File: src/hdl/dowt_pkg.sv
// Shared types and constants for the deadline-ordered wait table.
// No dependencies.
`default_nettype none
package dowt_pkg;
    typedef enum logic [2:0] {
        CMD_AWAIT_FOR   = 3'd0,
        CMD_AWAIT_UNTIL = 3'd1,
        CMD_TRIGGER     = 3'd2,
        CMD_MONITOR     = 3'd3,
        CMD_COUNT       = 3'd4,
        CMD_ABORT       = 3'd5
    } t_cmd;

    localparam logic [1:0] KIND_DONE    = 2'd0;
    localparam logic [1:0] KIND_TIMEOUT = 2'd1;
    localparam logic [1:0] KIND_MATCH   = 2'd2;

    localparam logic [2:0] ST_OK        = 3'd0;
    localparam logic [2:0] ST_BAD_GROUP = 3'd1;
    localparam logic [2:0] ST_EVENT_0   = 3'd2;
    localparam logic [2:0] ST_GRP_FULL  = 3'd3;
    localparam logic [2:0] ST_TBL_FULL  = 3'd4;
    localparam logic [2:0] ST_NO_MATCH  = 3'd5;

    localparam logic [7:0]  ALL_GROUPS   = 8'hff;
    localparam logic [31:0] DEADLINE_MAX = 32'hffffffff;
    localparam logic [4:0]  LIVE_MAX     = 5'd31;

    // classified command handed from front to back
    typedef struct packed {
        t_cmd        cmd;
        logic        bad_group;
        logic [7:0]  group;
        logic [7:0]  event_id;
        logic [31:0] deadline;
        logic [31:0] now;
        logic        handler;
    } t_job;

    typedef struct packed {
        logic [1:0]  kind;
        logic [2:0]  status;
        logic [7:0]  group;
        logic [7:0]  event_id;
        logic [31:0] deadline;
        logic        run_handler;
        logic [4:0]  count;
        logic        last;
    } t_res;
endpackage
`default_nettype wire

File: src/hdl/dowt_queue.sv
// Two-entry item queue between front and back ends.
// Depends on dowt_pkg.
`default_nettype none
module dowt_queue (
    input  wire            i_clk,
    input  wire            i_rst_n,
    input  wire            i_valid,
    output logic           o_ready,
    input  dowt_pkg::t_job i_job,
    output logic           o_valid,
    input  wire            i_ready,
    output dowt_pkg::t_job o_job
);
    import dowt_pkg::*;

    t_job       r_mem [2];
    logic       r_wp;
    logic       r_rp;
    logic [1:0] r_cnt;
    logic       w_push;
    logic       w_pop;

    assign o_ready = (r_cnt != 2'd2);
    assign o_valid = (r_cnt != 2'd0);
    assign o_job   = r_mem[r_rp];
    assign w_push  = i_valid && o_ready;
    assign w_pop   = o_valid && i_ready;

    always_ff @(posedge i_clk) begin
        if (!i_rst_n) begin
            r_wp  <= 1'b0;
            r_rp  <= 1'b0;
            r_cnt <= '0;
        end else begin
            if (w_push) begin
                r_wp <= !r_wp;
            end
            if (w_pop) begin
                r_rp <= !r_rp;
            end
            r_cnt <= r_cnt + {1'b0, w_push} - {1'b0, w_pop};
        end
        if (w_push) begin
            r_mem[r_wp] <= i_job;
        end
    end
endmodule
`default_nettype wire

File: config.mk
export PLATFORM = sky130hd
export DESIGN_NAME = dowt_queue
export DESIGN_NICKNAME = d
export VERILOG_FILES = /design/src/hdl/dowt_pkg.sv /design/src/hdl/dowt_queue.sv
export SDC_FILE = /design/constraint.sdc
export NUM_CORES = 1
export LEC_CHECK = 0
export BUFFER_PORTS_ARGS = -buffer_cell sky130_fd_sc_hd__buf_4
export CORE_MARGIN = 5
export CORE_UTILIZATION = 40
export DETAILED_ROUTE_END_ITERATION = 8
export MAX_ROUTING_LAYER = met4
export PLACE_DENSITY = 0.69
export SLEW_MARGIN = 10
export SYNTH_ARGS = -nofsm -noshare
export SYNTH_HDL_FRONTEND = slang
export SYNTH_SLANG_ARGS = --single-unit
File: constraint.sdc
create_clock -name i_clk -period 4.5 [get_ports i_clk]
set_clock_uncertainty 0.05 [all_clocks]
set_input_delay 0.45 -clock i_clk [delete_from_list [all_inputs] [get_ports i_clk]]
set_output_delay 0.45 -clock i_clk [all_outputs]
set_load 0.02 [all_outputs]
== After elaboration in Yosys (flattened, before gate mapping) ==
Memories as Yosys holds them, arrays and structs flattened. A register that Yosys moved wholly into a read port is not among the register bits.
Index checks and enable logic that the tools add are counted.

* Memory bits (writable): 170
* Input bits: 89
* Output and inout bits: 87
* Register bits after elaboration: 4
* Memories kept: 1
* Logic and storage cells: 16

{| class="wikitable"
|+ Memory list
! memory !! depth !! bits a word !! rd ports !! clocked after memory_dff !! wr ports !! RTL line !! RTL
|-
| r_mem || 2 || 85 || 1 || 1 || 1 || dowt_queue.sv:16 || <nowiki>t_job r_mem [2];</nowiki>
|}

* Add/sub/neg operators: 2
* Eq/ne operators: 1
* Reduce and logical (&&, ||, !) cells: 5
* Multiplexer cells: 4

{| class="wikitable"
|+ Operator list
! cell !! number
|-
| 2-to-1 mux 1 bit || 4
|-
| adder 2 x 1 -> 2 bit || 1
|-
| logical AND 1 bit || 2
|-
| zero test 1 bit || 2
|-
| != test 2 bit, second input constant || 1
|-
| nonzero test 2 bit || 1
|-
| subtractor 2 x 1 -> 2 bit || 1
|}

== Logic depth before layout (Yosys ltp) ==
* Depth after elaboration: 4
* Mapped depth: 6
* Gate-level depth less buffers: 6

== Worst setup path before layout ==
No wires, ideal clock.

* Path kind: flip-flop to flip-flop
* From: reg r_cnt[0]
* To: mem r_mem[1][0] (netlist name), enable pin
* Clock period less this slack: 3.251 ns
* Data required time: 3.996 ns
* Buffers on the path: 0
* Library setup time: 0.454 ns
* Setup slack: 1.249 ns
* Cell stages (with the launch flop): 3
* Arrival time: 2.747 ns
* Cell sequence: dfxtp_1 -> nand2b_1 -> and3_1

* Word-level cells in the longest chain between the ends: 4

{| class="wikitable"
|+ RTL lines
! item !! RTL line !! RTL
|-
| start: declaration || dowt_queue.sv:19 || <nowiki>logic [1:0] r_cnt;</nowiki>
|-
| start signal: assignment || dowt_queue.sv:41 || <nowiki>r_cnt <= r_cnt + {1'b0, w_push} - {1'b0, w_pop};</nowiki>
|-
| != test 2 bit || dowt_queue.sv:23 || <nowiki>assign o_ready = (r_cnt != 2'd2);</nowiki>
|-
| named net o_ready || dowt_queue.sv:8 || <nowiki>output logic o_ready,</nowiki>
|-
| logical AND 1 bit || dowt_queue.sv:26 || <nowiki>assign w_push = i_valid && o_ready;</nowiki>
|-
| 2-to-1 mux 1 bit || dowt_queue.sv:43 || <nowiki>if (w_push) begin</nowiki>
|-
| 2-to-1 mux 1 bit (implied by the code) || dowt_queue.sv:44 || <nowiki>r_mem[r_wp] <= i_job;</nowiki>
|-
| end: declaration || dowt_queue.sv:16 ||
|}

The timed path passes the listed nets, and every way through them passes these cells.

==> metrics.log <==
[metrics] All-Layer GR Usage: 0.129
[metrics] number of rows created at floorplan: 47
[metrics] ordered cell list for the critical path: buf_4 > mux2_4 > buf_4
[metrics] fill cell instance count of the final layout: 1,375
[metrics] clock latency on the worst-skew pair: 0.41 ns
[metrics] sum of negative setup slack: 0 ns
[metrics] main flop type after synthesis: edfxtp_1
[metrics] family with the most delay on the worst path: flip-flops
[metrics] top cells by area, synth: edfxtp_1 (77%), mux2_4 (11%), mux2_2 (6.0%)
[metrics] Max Used Layer: met4
[metrics] TritonCTS clock tree: done
[metrics] master cell of the clock root buffer: clkbuf_16
[metrics] top cell type's share of synthesized area: 0.774
[metrics] via-per-instance ratio: 4.58
[metrics] global-route wire length before repair: 18,800 um
[metrics] setup repair bufs after CTS: 0
[metrics] met2 layer wire length in the routed design: 5810 um
[metrics] Fmax: 0.348 GHz
[metrics] number of nets in the layout: 573
[metrics] hold worst-path end: r_mem[1][34]
[metrics] post-synthesis instance total: 294
[metrics] crit path DAT: 2.37 ns
[metrics] worst r2r src: r_cnt[0]
[metrics] most numerous cell on the critical path: buf_4
[metrics] final count of hold timing violations: 0
[metrics] wire length per cell: 16.8 um
[metrics] hold-fix buffers at CTS: 0
[metrics] DRC Markers: 0
[metrics] Bufs and invs on worst path: 2
[metrics] via count of the first global-routing pass: 3,465
[metrics] number of sinks handled by clock tree synthesis: 175
[metrics] final wirelength: 12,100 um
[metrics] largest voltage drop on the vdd net: 0.279 mV
[metrics] Yosys reg bits: 175
[metrics] H-Tree Depth: 4
[metrics] die extent in y: 138 um
[metrics] number of iterations in the first detailed-routing pass: 4
[metrics] total CTS buffers: 17
[metrics] hold path depth: 1
[metrics] worst reg-to-reg setup slack: 2.04 ns
[metrics] mean instance size in the synthesized netlist: 22.4 um^2
[metrics] max-cap viol count: 0
[metrics] outcome: finished, final reports clean
[metrics] number of antenna violations at the first check in global routing: 0
[metrics] cell taking the most area after synthesis: edfxtp_1
[metrics] Place WS: 2.00 ns
[metrics] Hold WC Path Type: input pin to flip-flop
[metrics] Post-synth ARST share: 0
[metrics] post_cts resized: 0
[metrics] Final Cycle Share: 0.638
[metrics] Die ar.: 0.0191 mm^2
[metrics] leftover overflow at the end of global routing: 0
[metrics] launch instance of the worst min-delay path: i_job[34]
[metrics] power per standard cell area: 532 mW/mm^2
[metrics] data required time at the worst endpoint: 4.00 ns
[metrics] post-route worst hold slack: 0.163 ns
[metrics] maximum fanout encountered on the critical timing path: 67
[metrics] total of warnings raised by yosys: 0
[metrics] initial standard-cell utilization of the core: 0.403
[metrics] fraction of the yosys area taken by sequential cells: 0.790
[metrics] num ports: 176
[metrics] ANT nets after route: 0
[metrics] total routed wire length on the met1 layer: 5270 um
[metrics] area of the mapped netlist: 0.00659 mm^2
[metrics] # setup viols final: 0
[metrics] fraction of layout instances using a drive strength above 1: 0.603
[metrics] Final HPWL DP: 8070 um
[metrics] Post-Syn Nets: 384
[metrics] number of enable flip-flop cells after synthesis: 170
[metrics] I/O Buffers: 175
[metrics] Crit path largest cell delay: 1.07 ns
[metrics] type of origin of the critical path: flip-flop
[metrics] worst max-slew margin expressed relative to the limit: 0.280
[metrics] drt first-iter violations: 145
[metrics] Layout Area Growth over Synthesis: 32.2%
[metrics] capture point of the worst reg-to-reg path: r_mem[0][24]
[metrics] crit path kind: flip-flop to primary output
[metrics] Die Width: 138 um
[metrics] pin count of the biggest net entering global routing: 68
[metrics] deepest clock path buffer count: 2
[metrics] leakage power: 3.32 nW
[metrics] post-route setup slack: 1.63 ns
[metrics] unrepaired setup endpoints after global routing: no
[metrics] Cell variety after synth: 26
[metrics] core region area: 0.0163 mm^2
[metrics] Pins Over Slew Limit: 0
[metrics] met3 layer wire length in the routed design: 781 um
[metrics] Worst path slowest cell: dfxtp_4
[metrics] number of antenna repair diodes: 0
[metrics] post-layout minimum cycle time: 2.87 ns
[metrics] Least-Margin Pin Slew: 1.08 ns
[metrics] total vias in the final route: 3,277
[metrics] routability congestion estimate from global placement: 0.706
[metrics] clock-pin slew on the worst setup and hold paths: 0.07 ns
[metrics] CP endpoint kind: primary output
[metrics] depth of the worst register-to-register path: 4
==> kinds of logic (layout without fill, tap and decap cells) <==
kind of cell             Yosys count  after routing  synth area share
AO/OA/AOI/OAI                      6              6           0.00664
XOR/XNOR                           1              1           0.00133
adder cells (fa/ha/maj)            1              1           0.00190
buffers and inverters             11            213            0.0131
flip-flops                       175            175             0.790
multiplexers                      85             85             0.174
AND/OR/NAND/NOR                   15             15            0.0139
==> cell usage in the layout, fill, tap and decap left out, types with 2 or more instances in the layout <==
master	netlist	layout
buf_4	1	179
bufinv_16	0	2
clkbuf_1	0	2
clkbuf_16	0	17
clkinv_1	0	2
clkinv_2	0	3
clkinv_4	0	2
clkinvlp_4	0	2
dfxtp_1	5	4
edfxtp_1	170	170
inv_6	0	2
mux2_2	35	35
mux2_4	50	50
nor2_1	4	4
o21ai_0	2	2
==> registers in the layout, summed over array words and instances, names as in the netlist, named ones only <==
register	count
r_cnt	2
r_mem	170
r_wp	1
r_rp	1
==> worst max-delay path by stage <==
stage / from / end / slack (ns) / depth (start not counted)
after floorplan: r_cnt[0] / r_mem[1][0] / 1.25 / 2
after CTS: flip-flop / o_job[52] / 1.55 / 3
after detailed placement: flip-flop / o_job[52] / 2.00 / 3
after global routing: flip-flop / o_job[52] / 1.49 / 3
after global placement: flip-flop / o_job[57] / 2.05 / 3
final: flip-flop / o_job[52] / 1.63 / 3
==> where the power goes <==
| group | switching (W) | internal, W |
|---|---|---|
| combinational | 0.000534 | 0.000583 |
| sequential | 0.000119 | 0.00198 |
| clock | 0.000596 | 0.000821 |
| total | 0.00125 | 0.00339 |
==> final cells by class <==
type                       count  area [um^2]  area share
sequential                   175         5210       0.598
timing repair buffer         179         1340       0.154
multi-input combinational    108         1310       0.150
clock buffer                  19          433      0.0497
tap                          220          275      0.0316
clock inverter                13          139      0.0159
inverter                       2         8.76     0.00101
==> metrics by stage <==
step	total power, W	std cells	cell area (um^2)	util
final	0.00464	716	8710	0.533
after global routing	0.00482	716	8710	0.533
after CTS	0.00470	716	8710	0.533
after detailed placement	0.00328	684	8140	0.498
after global placement	0.00326	684	8140	0.498
after floorplan	0.00284	294	6590	-
==> layer usage <==
layer / vias up / track usage
li1: 1540 / -
met1: 1594 / 0.160
met5: - / -
met4: 0 / 0.0510
met3: 15 / 0.0435
met2: 128 / 0.197
==> synthesized netlist by cell type, types with 2 or more instances <==
cell,instances
edfxtp_1,170
mux2_4,50
mux2_2,35
buf_6,5
dfxtp_1,5
nor2_1,4
buf_2,3
and3_1,2
inv_1,2
o21ai_0,2
==> worst reg2reg max path: stages, from the launching register on <==
cell	delay (ns)
dfxtp_1	0.36
nand2b_1	0.22
nand3b_1	0.16
clkinv_2	0.72
buf_4	0.63
Note: power is estimated with default switching activity, not from simulation.
