<file path="config.mk">
export PLATFORM = sky130hd
export DESIGN_NAME = dowt_front
export DESIGN_NICKNAME = d
export VERILOG_FILES = /design/src/hdl/dowt_pkg.sv /design/src/hdl/dowt_front.sv
export SDC_FILE = /design/constraint.sdc
export NUM_CORES = 1
export LEC_CHECK = 0
export ABC_AREA = 1
export BUFFER_PORTS_ARGS = -buffer_cell sky130_fd_sc_hd__buf_2
export CAP_MARGIN = 10
export CORE_UTILIZATION = 51
export CTS_BUF_LIST = sky130_fd_sc_hd__clkbuf_16
export CTS_CLUSTER_DIAMETER = 40
export DETAILED_ROUTE_END_ITERATION = 7
export PLACE_DENSITY = 0.82
export SLEW_MARGIN = 40
export SYNTH_ARGS = -nofsm -noshare
export SYNTH_HDL_FRONTEND = slang
export SYNTH_SLANG_ARGS = --single-unit
</file>
<file path="constraint.sdc">
create_clock -name i_clk -period 9.5 [get_ports i_clk]
set_input_delay 0 -clock i_clk [delete_from_list [all_inputs] [get_ports i_clk]]
set_output_delay 0 -clock i_clk [all_outputs]
set_load 0.1 [all_outputs]
</file>
<file path="src/hdl/dowt_pkg.sv">
// Shared types and constants for the deadline-ordered wait table.
// No dependencies.
`default_nettype none
package dowt_pkg;
    typedef enum logic [2:0] {
        CMD_AWAIT_FOR   = 3'd0,
        CMD_AWAIT_UNTIL = 3'd1,
        CMD_TRIGGER     = 3'd2,
        CMD_MONITOR     = 3'd3,
        CMD_COUNT       = 3'd4,
        CMD_ABORT       = 3'd5
    } t_cmd;

    localparam logic [1:0] KIND_DONE    = 2'd0;
    localparam logic [1:0] KIND_TIMEOUT = 2'd1;
    localparam logic [1:0] KIND_MATCH   = 2'd2;

    localparam logic [2:0] ST_OK        = 3'd0;
    localparam logic [2:0] ST_BAD_GROUP = 3'd1;
    localparam logic [2:0] ST_EVENT_0   = 3'd2;
    localparam logic [2:0] ST_GRP_FULL  = 3'd3;
    localparam logic [2:0] ST_TBL_FULL  = 3'd4;
    localparam logic [2:0] ST_NO_MATCH  = 3'd5;

    localparam logic [7:0]  ALL_GROUPS   = 8'hff;
    localparam logic [31:0] DEADLINE_MAX = 32'hffffffff;
    localparam logic [4:0]  LIVE_MAX     = 5'd31;

    // classified command handed from front to back
    typedef struct packed {
        t_cmd        cmd;
        logic        bad_group;
        logic [7:0]  group;
        logic [7:0]  event_id;
        logic [31:0] deadline;
        logic [31:0] now;
        logic        handler;
    } t_job;

    typedef struct packed {
        logic [1:0]  kind;
        logic [2:0]  status;
        logic [7:0]  group;
        logic [7:0]  event_id;
        logic [31:0] deadline;
        logic        run_handler;
        logic [4:0]  count;
        logic        last;
    } t_res;
endpackage
`default_nettype wire

</file>
<file path="src/hdl/dowt_front.sv">
// Front end: accepts items, drops illegal commands, computes await deadlines and checks groups.
// Depends on dowt_pkg.
`default_nettype none
module dowt_front (
    input  wire               i_clk,
    input  wire               i_rst_n,
    input  wire               i_cfg_we,
    input  wire [7:0]         i_cfg_data,
    input  wire               i_valid,
    output logic              o_ready,
    input  wire [2:0]         i_command,
    input  wire [7:0]         i_group,
    input  wire [7:0]         i_event_id,
    input  wire [31:0]        i_duration,
    input  wire [31:0]        i_deadline_in,
    input  wire [31:0]        i_now,
    input  wire               i_handler_present,
    output logic              o_valid,
    input  wire               i_ready,
    output dowt_pkg::t_job    o_job
);
    import dowt_pkg::*;

    logic [7:0] r_group_count;
    logic       r_valid;
    t_job       r_job;
    t_job       n_job;
    logic [32:0] w_sum;
    logic        w_legal;

    assign w_sum   = {1'b0, i_now} + {1'b0, i_duration};
    assign w_legal = (i_command <= CMD_ABORT);
    assign o_ready = !r_valid || i_ready;
    assign o_valid = r_valid;
    assign o_job   = r_job;

    always_comb begin
        n_job.cmd       = t_cmd'(i_command);
        n_job.bad_group = !(i_group < r_group_count);
        n_job.group     = i_group;
        n_job.event_id  = i_event_id;
        n_job.now       = i_now;
        n_job.handler   = i_handler_present;
        if (i_command == CMD_AWAIT_FOR) begin
            n_job.deadline = w_sum[32] ? DEADLINE_MAX : w_sum[31:0];
        end else begin
            n_job.deadline = i_deadline_in;
        end
    end

    always_ff @(posedge i_clk) begin
        if (!i_rst_n) begin
            r_group_count <= '0;
            r_valid       <= 1'b0;
        end else begin
            if (i_cfg_we) begin
                r_group_count <= i_cfg_data;
            end
            if (o_ready) begin
                r_valid <= i_valid && w_legal;
            end
        end
        if (o_ready && i_valid) begin
            r_job <= n_job;
        end
    end
endmodule
`default_nettype wire

</file>
After elaboration in Yosys (flattened, before gate mapping)
Cells that the tools add are included.
- bits in registers: 94
- bits of input ports: 129
- add/subtract/negate cells: 1
- magnitude comparators: 2
- muxes and demuxes: 2
- reductions and logical operators: 6
- operators with widths (cell ; count):
    $mux 32 ; 2
    $add 32x32->33 ; 1
    $lt 8x8->1 ; 1
    $le 3x3->1 const B ; 1
    $logic_not 3->1 ; 1
    $logic_and 1x1->1 ; 2
    $logic_not 1->1 ; 2
    $logic_or 1x1->1 ; 1

Depth between registers and ports, before layout
Gate-level depths: netlist of the first run.
- word-level depth: 3
- mapped depth: 14
- depth with buffers taken out: 14

Worst setup path before layout of the first run
Ideal clock, no wire load.
- path kind: flip-flop to flip-flop
- start point: register r_valid (netlist: o_valid)
- end point: register r_job, in the netlist o_job[0] (enable)
- arrival: 6.969 ns
- required time: 8.841 ns
- path slack: 1.872 ns
- stages on the path, launching flop included: 2
- cells stage by stage: dfxtp_1 > a21boi_0
- word-level cells in the longest chain between the ends: 3
- ends and longest elaborated chain (item ; RTL line ; text):
    start: declaration ; dowt_front.sv:25 ; logic r_valid;
    start signal: assignment ; dowt_front.sv:60 ; r_valid <= i_valid && w_legal;
    $logic_not 1->1 ; dowt_front.sv:33 ; assign o_ready = !r_valid || i_ready;
    $logic_or 1x1->1 ; dowt_front.sv:33 ;
    $logic_and 1x1->1 ; dowt_front.sv:63 ; if (o_ready && i_valid) begin
    end signal: assignment ; dowt_front.sv:64 ; r_job <= n_job;
    end: declaration ; dowt_front.sv:26 ; t_job r_job;
No other way between the ends.
A chain may end at the register's enable or synchronous reset.

==> impl_metrics.json, run 1 <==
{
  "status": "complete, no violations",
  "worst-path-stages": 14,
  "syn_nets": 932,
  "fin_nets": 1245,
  "p_leak_uw": 0.00442,
  "max_freq_mhz": 397,
  "rows": 39,
  "drt_iter0_markers": 390,
  "cts_buffers": 9,
  "path_buf_inv": 3,
  "p_clk_share_pct": 28.8,
  "fin_crit_ns": 2.52,
  "fin_cells": 1224,
  "crit_family": "simple AND/OR/NAND/NOR gates",
  "start_util_pct": 52.5,
  "p_sw_share_pct": 38.7,
  "num_vias": 6128,
  "post-place-cells": 1116,
  "synthTopCellsByArea": "edfxtp_1 42%, nand2_1 15%, inv_1 9.0%",
  "grt_setup_unrepaired": "no",
  "cp-end-kind": "flop",
  "cts_tree": "yes",
  "peakVddDrop_uv": 148,
  "drc_errors": 0,
  "drv_slew": 0,
  "fillers": 816,
  "power.total_uw": 1340,
  "synth_area_leader_cell": "edfxtp_1",
  "gr-total-overflow": 0,
  "clock_latency_ns": 0.35,
  "ys_ff_latch": 94,
  "synth_common_cells": "241 x nand2_1, 145 x inv_1, 88 x nor2_1, 85 x edfxtp_1, 39 x ha_1",
  "synthDistinctLibCells": 34,
  "wirelength_um": 18400,
  "drive_above_1_share_pct": 25.9,
  "drv_cap": 0,
  "multi_input_area_um2": 2680,
  "area_growth_pct": 40.9,
  "cp.arrival_ns": 2.61,
  "cts-root-buf": "clkbuf_16",
  "htree_levels": 3,
  "syn_area_per_cell_um2": 7.89,
  "synth_area_um2": 6020,
  "clockBufferDepth": 2,
  "setup_violations": 0,
  "cts_setup_buffers": 0,
  "synth_cells": 763,
  "yosysWarningCount": 0,
  "grtUsageTotal_pct": 30.5,
  "internal-power_uw": 823,
  "crit_type": "input pin to flop",
  "hold-path-cell-count": 3,
  "wl_met3_um": 1570,
  "hold_violations": 0,
  "p_switching_uw": 520,
  "firstDrtPassIters": 5,
  "crit_chain": "dlygate4sd3_1, buf_2, ha_1, fa_1, nand3_1, nand3_1, nand2_1, nand2_2, nand3_2, nand3_2, nand2_2, nand2_4, o21bai_1, inv_1",
  "port-buffer-count": 215,
  "grt_pass1_wl_um": 29500,
  "min_period_over_period_pct": 26.5,
  "tns_ns": 0,
  "wl_met2_um": 9060,
  "worst_path_max_delay_cell": "dlygate4sd3_1",
  "p_per_area_nw_per_um2": 158,
  "antenna_found_initial": 0,
  "vias_per_cell": 5.01,
  "comb_power_share_pct": 34.6,
  "routed.top_layer": "met4",
  "wl_met1_um": 6980,
  "worst_hold_path_type": "input pin to flop",
  "post-synth-top-count-cell": "nand2_1",
  "fin_worst_skew_ns": 0.0126,
  "wl_per_cell_um": 15.1,
  "core-area_um2": 11500,
  "n_antenna_cell": 0,
  "rr_worst_depth": 2,
  "synthFlopType": "edfxtp_1",
  "tightest_slew_ns": 0.735,
  "cts.clk_slew.worst_paths_ns": 0.08,
  "grt_pass1_vias": 6150,
  "gp_congestion": 0.936,
  "slowest_delay_ns": 0.55,
  "synth_top_area_share_pct": 42.4,
  "cp_max_fo": 32,
  "dp_hpwl_um": 12100,
  "final_antenna_net_count": 0,
  "fp.dieH_um": 111,
  "maxSlewHeadroom_pct": 51.0,
  "synth_edf_count": 85,
  "final-seq-area_um2": 2730,
  "die_area_um2": 12200,
  "cts_sinks": 94,
  "yosysSeqAreaShare_pct": 45.4,
  "setup.worst_path.start_class": "input pin",
  "grt_max_degree": 77,
  "p_seq_share_pct": 36.6,
  "required_ns": 9.60,
  "io_pins": 216,
  "dieWidth_um": 111,
  "synthArstFlopShare_pct": 0
}
[flip-flops by register name, indices dropped and copies added, names as in the netlist]
name	count
r_group_count	8
o_valid	1
o_job	85
[final cells by class]
type | instances | share of cell area [%]
timing repair buffer | 309 | 23.8
multi-input combinational | 515 | 31.7
tap | 143 | 2.11
inverter | 147 | 6.51
clock inverter | 5 | 0.487
sequential | 94 | 32.2
clock buffer | 11 | 3.25
[cell usage in the layout (no fill, tap or decap), types with 5 or more instances in the layout]
cell	count
a21oi_1	29
buf_2	215
clkbuf_16	11
dfxtp_1	9
dlygate4sd3_1	92
edfxtp_1	85
ha_1	39
inv_1	145
nand2_1	241
nand2_2	7
nand3_1	25
nand4_1	5
nor2_1	88
nor2_2	25
nor3_1	6
o21ai_0	8
o21bai_1	8
xor2_1	13
[cells by family (layout without fill, tap and decap cells)]
group,after synthesis,count (layout),share of synthesized area (%)
AOI/OAI and AO/OA,54,54,5.36
xor gates and xnor gates,15,15,2.18
adders and majority gates,40,40,8.44
buffers and inverters,154,472,10.2
DFF,94,94,45.4
and+or+nand+nor,406,406,28.4
[worst min-delay path: cells and delay by family]
kind | cells | cell delay, ns
AO/OA/AOI/OAI | 2 | 0.17
buffers and inverters | 1 | 0.16
[timing repair]
action / CTS / global route
hold endpoints to repair: 84 / 0
hold buffers: 92 / 0
setup endpoints to repair: 0 / 0
gates resized for setup: 0 / 0
[final timing paths]
kind | startpoint | endpoint | slack (ns)
min | i_rst_n | r_group_count[6] | 0.03
max | i_now[0] | o_job[33] | 6.98
max reg2reg | o_valid | o_job[45] | 7.73
min reg2reg | r_group_count[2] | r_group_count[2] | 0.48
[per-layer routing]
metal / vias up / GRT usage (%)
li1: 3009 / -
met1: 2721 / 34.2
met2: 333 / 54.7
met3: 65 / 6.70
met4: 0 / 14.8
met5: - / 0
[power groups by stage]
stage               Sequential, uW  Combinational [uW]  Clock, uW
floorplan                      676                 156          0
global placement               498                 421          0
detailed placement             499                 424          0
CTS                            490                 456        385
global route                   493                 497        403
finish                         492                 464        387
[stage by stage]
stage                     cell area [um2]  utilization (%)  worst slack (ns)  hold slack (ns)
after floorplan                      6020                -              1.87           0.0989
after global placement               7240             63.1              7.28            0.177
after detailed placement             7240             63.2              7.24            0.181
after CTS                            8480             73.9              7.02          0.00999
after global routing                 8480             73.9              6.82           0.0186
final                                8480             73.9              6.98           0.0307
Power figures use the tool's default switching activity.
==> run 2: changes to the inputs <==
--- a/config.mk
+++ b/config.mk
@@ -5,10 +5,10 @@
 export SDC_FILE = /design/constraint.sdc
 export NUM_CORES = 1
 export LEC_CHECK = 0
-export ABC_AREA = 1
+export ABC_AREA = 0
 export BUFFER_PORTS_ARGS = -buffer_cell sky130_fd_sc_hd__buf_2
 export CAP_MARGIN = 10
-export CORE_UTILIZATION = 51
+export CORE_UTILIZATION = 49
 export CTS_BUF_LIST = sky130_fd_sc_hd__clkbuf_16
 export CTS_CLUSTER_DIAMETER = 40
 export DETAILED_ROUTE_END_ITERATION = 7
==> constraint.sdc (replaced) <==
create_clock -name i_clk -period 2.52 [get_ports i_clk]
set_input_delay 0 -clock i_clk [delete_from_list [all_inputs] [get_ports i_clk]]
set_output_delay 0 -clock i_clk [all_outputs]
set_load 0.1 [all_outputs]
==> run 2 against run 1 <==
Compared with the run above:
- the run now ends with DRC, setup timing left
- power rose to 3.7 times the previous value
- core utilization rose by 3.4 points
- clock skew fell by 0.0016 ns
- final area fell by 6.2%
- clock-buffer cell count fell by 2
==> impl_metrics.json, run 2 <==
{
  "worst_path_max_delay_cell": "dlygate4sd3_1",
  "dieWidth_um": 105,
  "wl_met3_um": 1000,
  "setup_violations": 1,
  "cts_sinks": 94,
  "setup.worst_path.start_class": "input pin",
  "port-buffer-count": 215,
  "status": "finished with violations",
  "synthArstFlopShare_pct": 0,
  "violations": "DRC, setup timing",
  "required_ns": 2.62,
  "wirelength_um": 16900,
  "slowest_delay_ns": 0.53,
  "synthFlopType": "edfxtp_1",
  "fillers": 650,
  "drc_errors": 2,
  "worst_hold_path_type": "input pin to flop",
  "wl_met2_um": 9160,
  "cts_tree": "yes",
  "synth_common_cells": "85 x edfxtp_1, 39 x ha_1, 29 x a21oi_1, 29 x o22a_1, 21 x nand2_1",
  "wl_met1_um": 6020,
  "vias_per_cell": 5.66,
  "synth_area_um2": 5160,
  "hold_slack_ns": 0.0673,
  "fin_nets": 917,
  "synthTopCellsByArea": "edfxtp_1 50%, ha_1 9.5%, o22a_1 4.9%",
  "crit_chain": "dlygate4sd3_1, buf_2, ha_2, a211oi_2, o21ai_2, o21ai_2, a31oi_4, a21oi_4, a21oi_4, buf_4, a311oi_2, nor2_1",
  "maxSlewHeadroom_pct": 65.8,
  "yosysWarningCount": 0,
  "gp_congestion": 0.877,
  "num_vias": 5031,
  "synth_cells": 421,
  "grt_pass1_wl_um": 24800,
  "drv_cap": 0,
  "fp.dieH_um": 105,
  "drv_slew": 0,
  "setup_ws_ns": -0.00317,
  "routed.top_layer": "met4",
  "area_growth_pct": 54.3,
  "largest_register_ffs": 85,
  "htree_levels": 3,
  "synth_edf_count": 85,
  "dp_hpwl_um": 10000,
  "io_pins": 216,
  "cts_buffers": 9,
  "n_antenna_cell": 0,
  "die_area_um2": 10900,
  "p_per_area_nw_per_um2": 631,
  "tightest_slew_ns": 0.516,
  "min_period_over_period_pct": 100,
  "final_common_cell": "buf_2",
  "grtUsageTotal_pct": 29.1,
  "synth_area_leader_cell": "edfxtp_1",
  "final_antenna_net_count": 0,
  "p_leak_uw": 0.00345,
  "drt_iter0_markers": 326,
  "cts.clk_slew.worst_paths_ns": 0.07,
  "cts-root-buf": "clkbuf_16",
  "firstDrtPassIters": 7,
  "fin_crit_ns": 2.52,
  "syn_nets": 590,
  "gr-total-overflow": 0,
  "synth_top_area_share_pct": 49.5,
  "cp_max_fo": 5,
  "grt_pass1_vias": 5053,
  "post-synth-top-count-cell": "edfxtp_1",
  "antenna_found_initial": 0,
  "cp-end-kind": "flop",
  "clock_latency_ns": 0.35,
  "peakVddDrop_uv": 328,
  "crit_type": "input pin to flop",
  "synthDistinctLibCells": 58,
  "rows": 37,
  "hold_violations": 0,
  "core-area_um2": 10300,
  "max_freq_mhz": 396,
  "drive_above_1_share_pct": 39.3,
  "layout_common_cells": "215 x buf_2, 99 x dlygate4sd3_1, 85 x edfxtp_1, 29 x o22a_1, 27 x ha_1",
  "yosysSeqAreaShare_pct": 53.0,
  "wl_per_cell_um": 19.0,
  "syn_area_per_cell_um2": 12.2,
  "cp.arrival_ns": 2.62,
  "ys_ff_latch": 94,
  "clockBufferDepth": 2,
  "post-place-ws_ns": -0.108,
  "fin_worst_skew_ns": 0.0110,
  "grt_max_degree": 54,
  "start_util_pct": 50.2
}
[run 2: cell types whose count changed in the layout (fill, tap and decap cells not counted), moves of 19 or more]
cell / delta
a21o_1: +19
inv_1: -128
nand2_1: -220
nor2_1: -70
nor2_2: -24
o22a_1: +29
[run 2: repair_timing]
item	4_1_cts	5_1_grt
hold buffers	99	0
buffers inserted	0	7
gates resized for setup	0	35
endpoints found under the setup margin	0	32
hold endpoints to repair	90	0
[run 2: worst max-delay path: cells and delay by family]
kind                       cells  cell delay (ns)
AOI/OAI and AO/OA              7             1.39
buffers and inverters          3             0.83
adders and majority gates      1             0.31
and+or+nand+nor                1             0.09
[run 2: power by group]
part	internal (uW)	switching, uW	leakage (uW)
clock	705	668	0.000145
combinational	560	1220	0.00241
sequential	1830	34.0	0.000897
[run 2: routing by layer]
layer	up-vias	global-route usage [%]
li1	2281	-
met1	2382	31.4
met2	300	54.5
met3	68	3.93
met4	0	16.0
met5	-	0
[run 2: through the flow]
stage | instances | setup TNS [ns] | area, um2 | utilization [%] | power (uW)
2_1_floorplan | 421 | 0 | 5160 | - | 3090
3_3_place_gp | 766 | -0.00211 | 6430 | 62.5 | 3400
3_5_place_dp | 766 | -2.04 | 6430 | 62.5 | 3430
4_1_cts | 881 | 0 | 7720 | 75.1 | 4900
5_1_grt | 889 | -0.262 | 7950 | 77.4 | 5160
6_report | 889 | -0.00317 | 7950 | 77.4 | 5020
[run 2: cells by family after synthesis]
family	after synthesis	synth area share [%]
AO/OA/AOI/OAI	136	20.4
flip-flops	94	53.0
AND/OR/NAND/NOR	86	8.25
adder cells (fa/ha/maj)	40	9.85
buffers and inverters	32	2.69
XOR/XNOR	25	4.25
multiplexers	8	1.55
[run 2: final cells by class]
cell class	count	area (um2)	share of cell area (%)
timing repair buffer	329	2200	27.7
multi-input combinational	296	2480	31.2
clock inverter	7	75.1	0.944
tap	136	170	2.14
clock buffer	9	225	2.83
inverter	18	67.6	0.849
sequential	94	2730	34.4
[run 2: path summary, 6_finish.rpt]
| check | from | to | slack [ns] | cells after the start |
|---|---|---|---|---|
| worst max-delay path | i_now[2] | o_job[58] | -0.003 | 12 |
| worst min-delay path | i_deadline_in[25] | o_job[58] | 0.07 | 3 |
| worst max register to register | r_group_count[1] | o_job[81] | 0.34 | 9 |
| worst min register to register | r_group_count[7] | o_job[81] | 0.68 | 3 |
==> run 3: changes to the inputs <==
--- a/config.mk
+++ b/config.mk
@@ -7,11 +7,11 @@
 export LEC_CHECK = 0
 export ABC_AREA = 0
 export BUFFER_PORTS_ARGS = -buffer_cell sky130_fd_sc_hd__buf_2
-export CAP_MARGIN = 10
 export CORE_UTILIZATION = 49
 export CTS_BUF_LIST = sky130_fd_sc_hd__clkbuf_16
 export CTS_CLUSTER_DIAMETER = 40
 export DETAILED_ROUTE_END_ITERATION = 7
+export GPL_TIMING_DRIVEN = 0
 export PLACE_DENSITY = 0.82
 export SLEW_MARGIN = 40
 export SYNTH_ARGS = -nofsm -noshare
==> constraint.sdc (replaced) <==
create_clock -name i_clk -period 2.52 [get_ports i_clk]
set_input_delay 0 -clock i_clk [delete_from_list [all_inputs] [get_ports i_clk]]
set_output_delay 0 -clock i_clk [all_outputs]
set_load 0.005 [all_outputs]
==> run 3 against run 2 <==
Compared with the run above:
- the flow finishes with violations (DRC)
- final area fell by 1.5%
- largest cell class unchanged
- clock-buffer cell count is the same
- clock skew shrank 0.0033 ns
- global-route usage is 0.96 points higher
- wire length is 1.1% lower
- highest routed layer unchanged
- power fell by 14%
- sequential share of layout area increased by 0.52 points
==> impl_metrics.json, run 3 (synthesis results as in run 2) <==
{
  "status": "finished with violations",
  "violations": "DRC",
  "wl_met1_um": 6010,
  "max_freq_mhz": 412,
  "rows": 37,
  "min_period_over_period_pct": 96.3,
  "grt_pass1_vias": 5159,
  "clockBufferDepth": 2,
  "required_ns": 2.61,
  "layout_common_cells": "219 x buf_2, 100 x dlygate4sd3_1, 85 x edfxtp_1, 37 x ha_1, 29 x o22a_1",
  "drive_above_1_share_pct": 36.6,
  "cts_buffers": 9,
  "wirelength_um": 16700,
  "p_sw_share_pct": 28.8,
  "comb_power_share_pct": 25.1,
  "final_antenna_net_count": 0,
  "hold_violations": 0,
  "tns_ns": 0,
  "fp.dieH_um": 105,
  "p_per_area_nw_per_um2": 547,
  "gr-total-overflow": 0,
  "gp_congestion": 0.861,
  "hold_slack_ns": 0.0467,
  "drt_iter0_markers": 298,
  "dp_hpwl_um": 10100,
  "fin_crit_ns": 2.43,
  "worst_path_max_delay_cell": "dlygate4sd3_1",
  "drv_slew": 0,
  "antenna_found_initial": 0,
  "start_util_pct": 50.2,
  "routed.top_layer": "met4",
  "cp_max_fo": 10,
  "area_growth_pct": 52.0,
  "final_common_cell": "buf_2",
  "crit_top_cell": "buf_2",
  "internal-power_uw": 3050,
  "vias_per_cell": 5.57,
  "grt_max_degree": 34,
  "clock_latency_ns": 0.34,
  "grtUsageTotal_pct": 30.0,
  "drc_errors": 2,
  "cts.clk_slew.worst_paths_ns": 0.08,
  "p_clk_share_pct": 31.5,
  "p_leak_uw": 0.00344,
  "cp-end-kind": "flop",
  "crit_chain": "dlygate4sd3_1, buf_2, ha_1, a21oi_1, o22ai_2, o31ai_2, a31oi_2, a21oi_2, a21oi_4, buf_2, o22a_1",
  "worst_hold_path_type": "input pin to flop",
  "grt_pass1_wl_um": 25500,
  "wl_met2_um": 9060,
  "drv_cap": 0,
  "wl_met3_um": 944,
  "reg2reg_slack_ns": 0.32,
  "port-buffer-count": 214,
  "wl_per_cell_um": 18.7,
  "htree_levels": 3,
  "crit_family": "compound AO/OA/AOI/OAI gates",
  "peakVddDrop_uv": 316,
  "fin_nets": 920,
  "setup_violations": 0,
  "io_pins": 216,
  "tightest_slew_ns": 0.633,
  "die_area_um2": 10900,
  "cts-root-buf": "clkbuf_16",
  "cp.arrival_ns": 2.52,
  "core-area_um2": 10300,
  "p_switching_uw": 1240,
  "fin_worst_skew_ns": 0.00772,
  "path_buf_inv": 3,
  "n_antenna_cell": 0,
  "setup.worst_path.start_class": "input pin",
  "cts_tree": "yes",
  "cts_sinks": 94,
  "slowest_delay_ns": 0.53,
  "dieWidth_um": 105,
  "crit_type": "input pin to flop",
  "maxSlewHeadroom_pct": 57.5,
  "num_vias": 4969,
  "p_seq_share_pct": 43.3,
  "firstDrtPassIters": 8,
  "largest_register_ffs": 85
}
run 3: metrics by stage:
stage	std cells	cell area [um2]	setup slack, ns	total power, uW	util [%]
floorplan	421	5160	0.241	2430	-
global placement	771	6400	-0.290	2730	62.3
detailed placement	773	6440	-0.303	2760	62.7
CTS	889	7730	0.0106	4200	75.2
global route	892	7840	-0.00374	4440	76.2
finish	892	7840	0.0939	4290	76.2
run 3: worst paths after layout:
path / start / endpoint / depth (start not counted)
worst max-delay path: i_now[8] / o_job[49] / 11
worst min-delay path: i_deadline_in[30] / o_job[63] / 3
worst max register to register: r_group_count[1] / o_job[81] / 9
worst min register to register: r_group_count[7] / o_job[81] / 3
run 3: worst reg2reg max path: cells and delay by family (launching register included):
family                     cells  cell delay (ns)
adders and majority gates      1             0.27
AOI/OAI and AO/OA              7             1.23
DFF                            1             0.39
buffers and inverters          1             0.07
run 3: timing repair:
item | in CTS | in global routing
gates resized for setup | 0 | 14
endpoints found under the setup margin | 0 | 32
buffers inserted | 0 | 6
hold buffers | 100 | 0
endpoints found under the hold margin | 91 | 0
run 3: final cells by class:
cell class / instances / area, um2
buffer: 12 / 63.8
timing repair buffer: 321 / 2150
sequential: 94 / 2730
clock buffer: 9 / 225
inverter: 18 / 67.6
clock inverter: 7 / 61.3
tap: 136 / 170
multi-input combinational: 295 / 2360
fill: 662 / 2440
run 3: power groups by stage:
| stage | sequential (uW) | clock [uW] | combinational [uW] |
|---|---|---|---|
| floorplan | 1900 | 0 | 524 |
| global placement | 1890 | 0 | 841 |
| detailed placement | 1890 | 0 | 878 |
| CTS | 1850 | 1340 | 1010 |
| global route | 1860 | 1420 | 1160 |
| finish | 1860 | 1350 | 1080 |
run 3: layer usage:
| layer | global-route usage (%) | vias to the layer above |
|---|---|---|
| met5 | 0 | - |
| met4 | 16.1 | 0 |
| met3 | 3.99 | 54 |
| met2 | 57.8 | 268 |
| met1 | 31.4 | 2369 |
| li1 | - | 2278 |
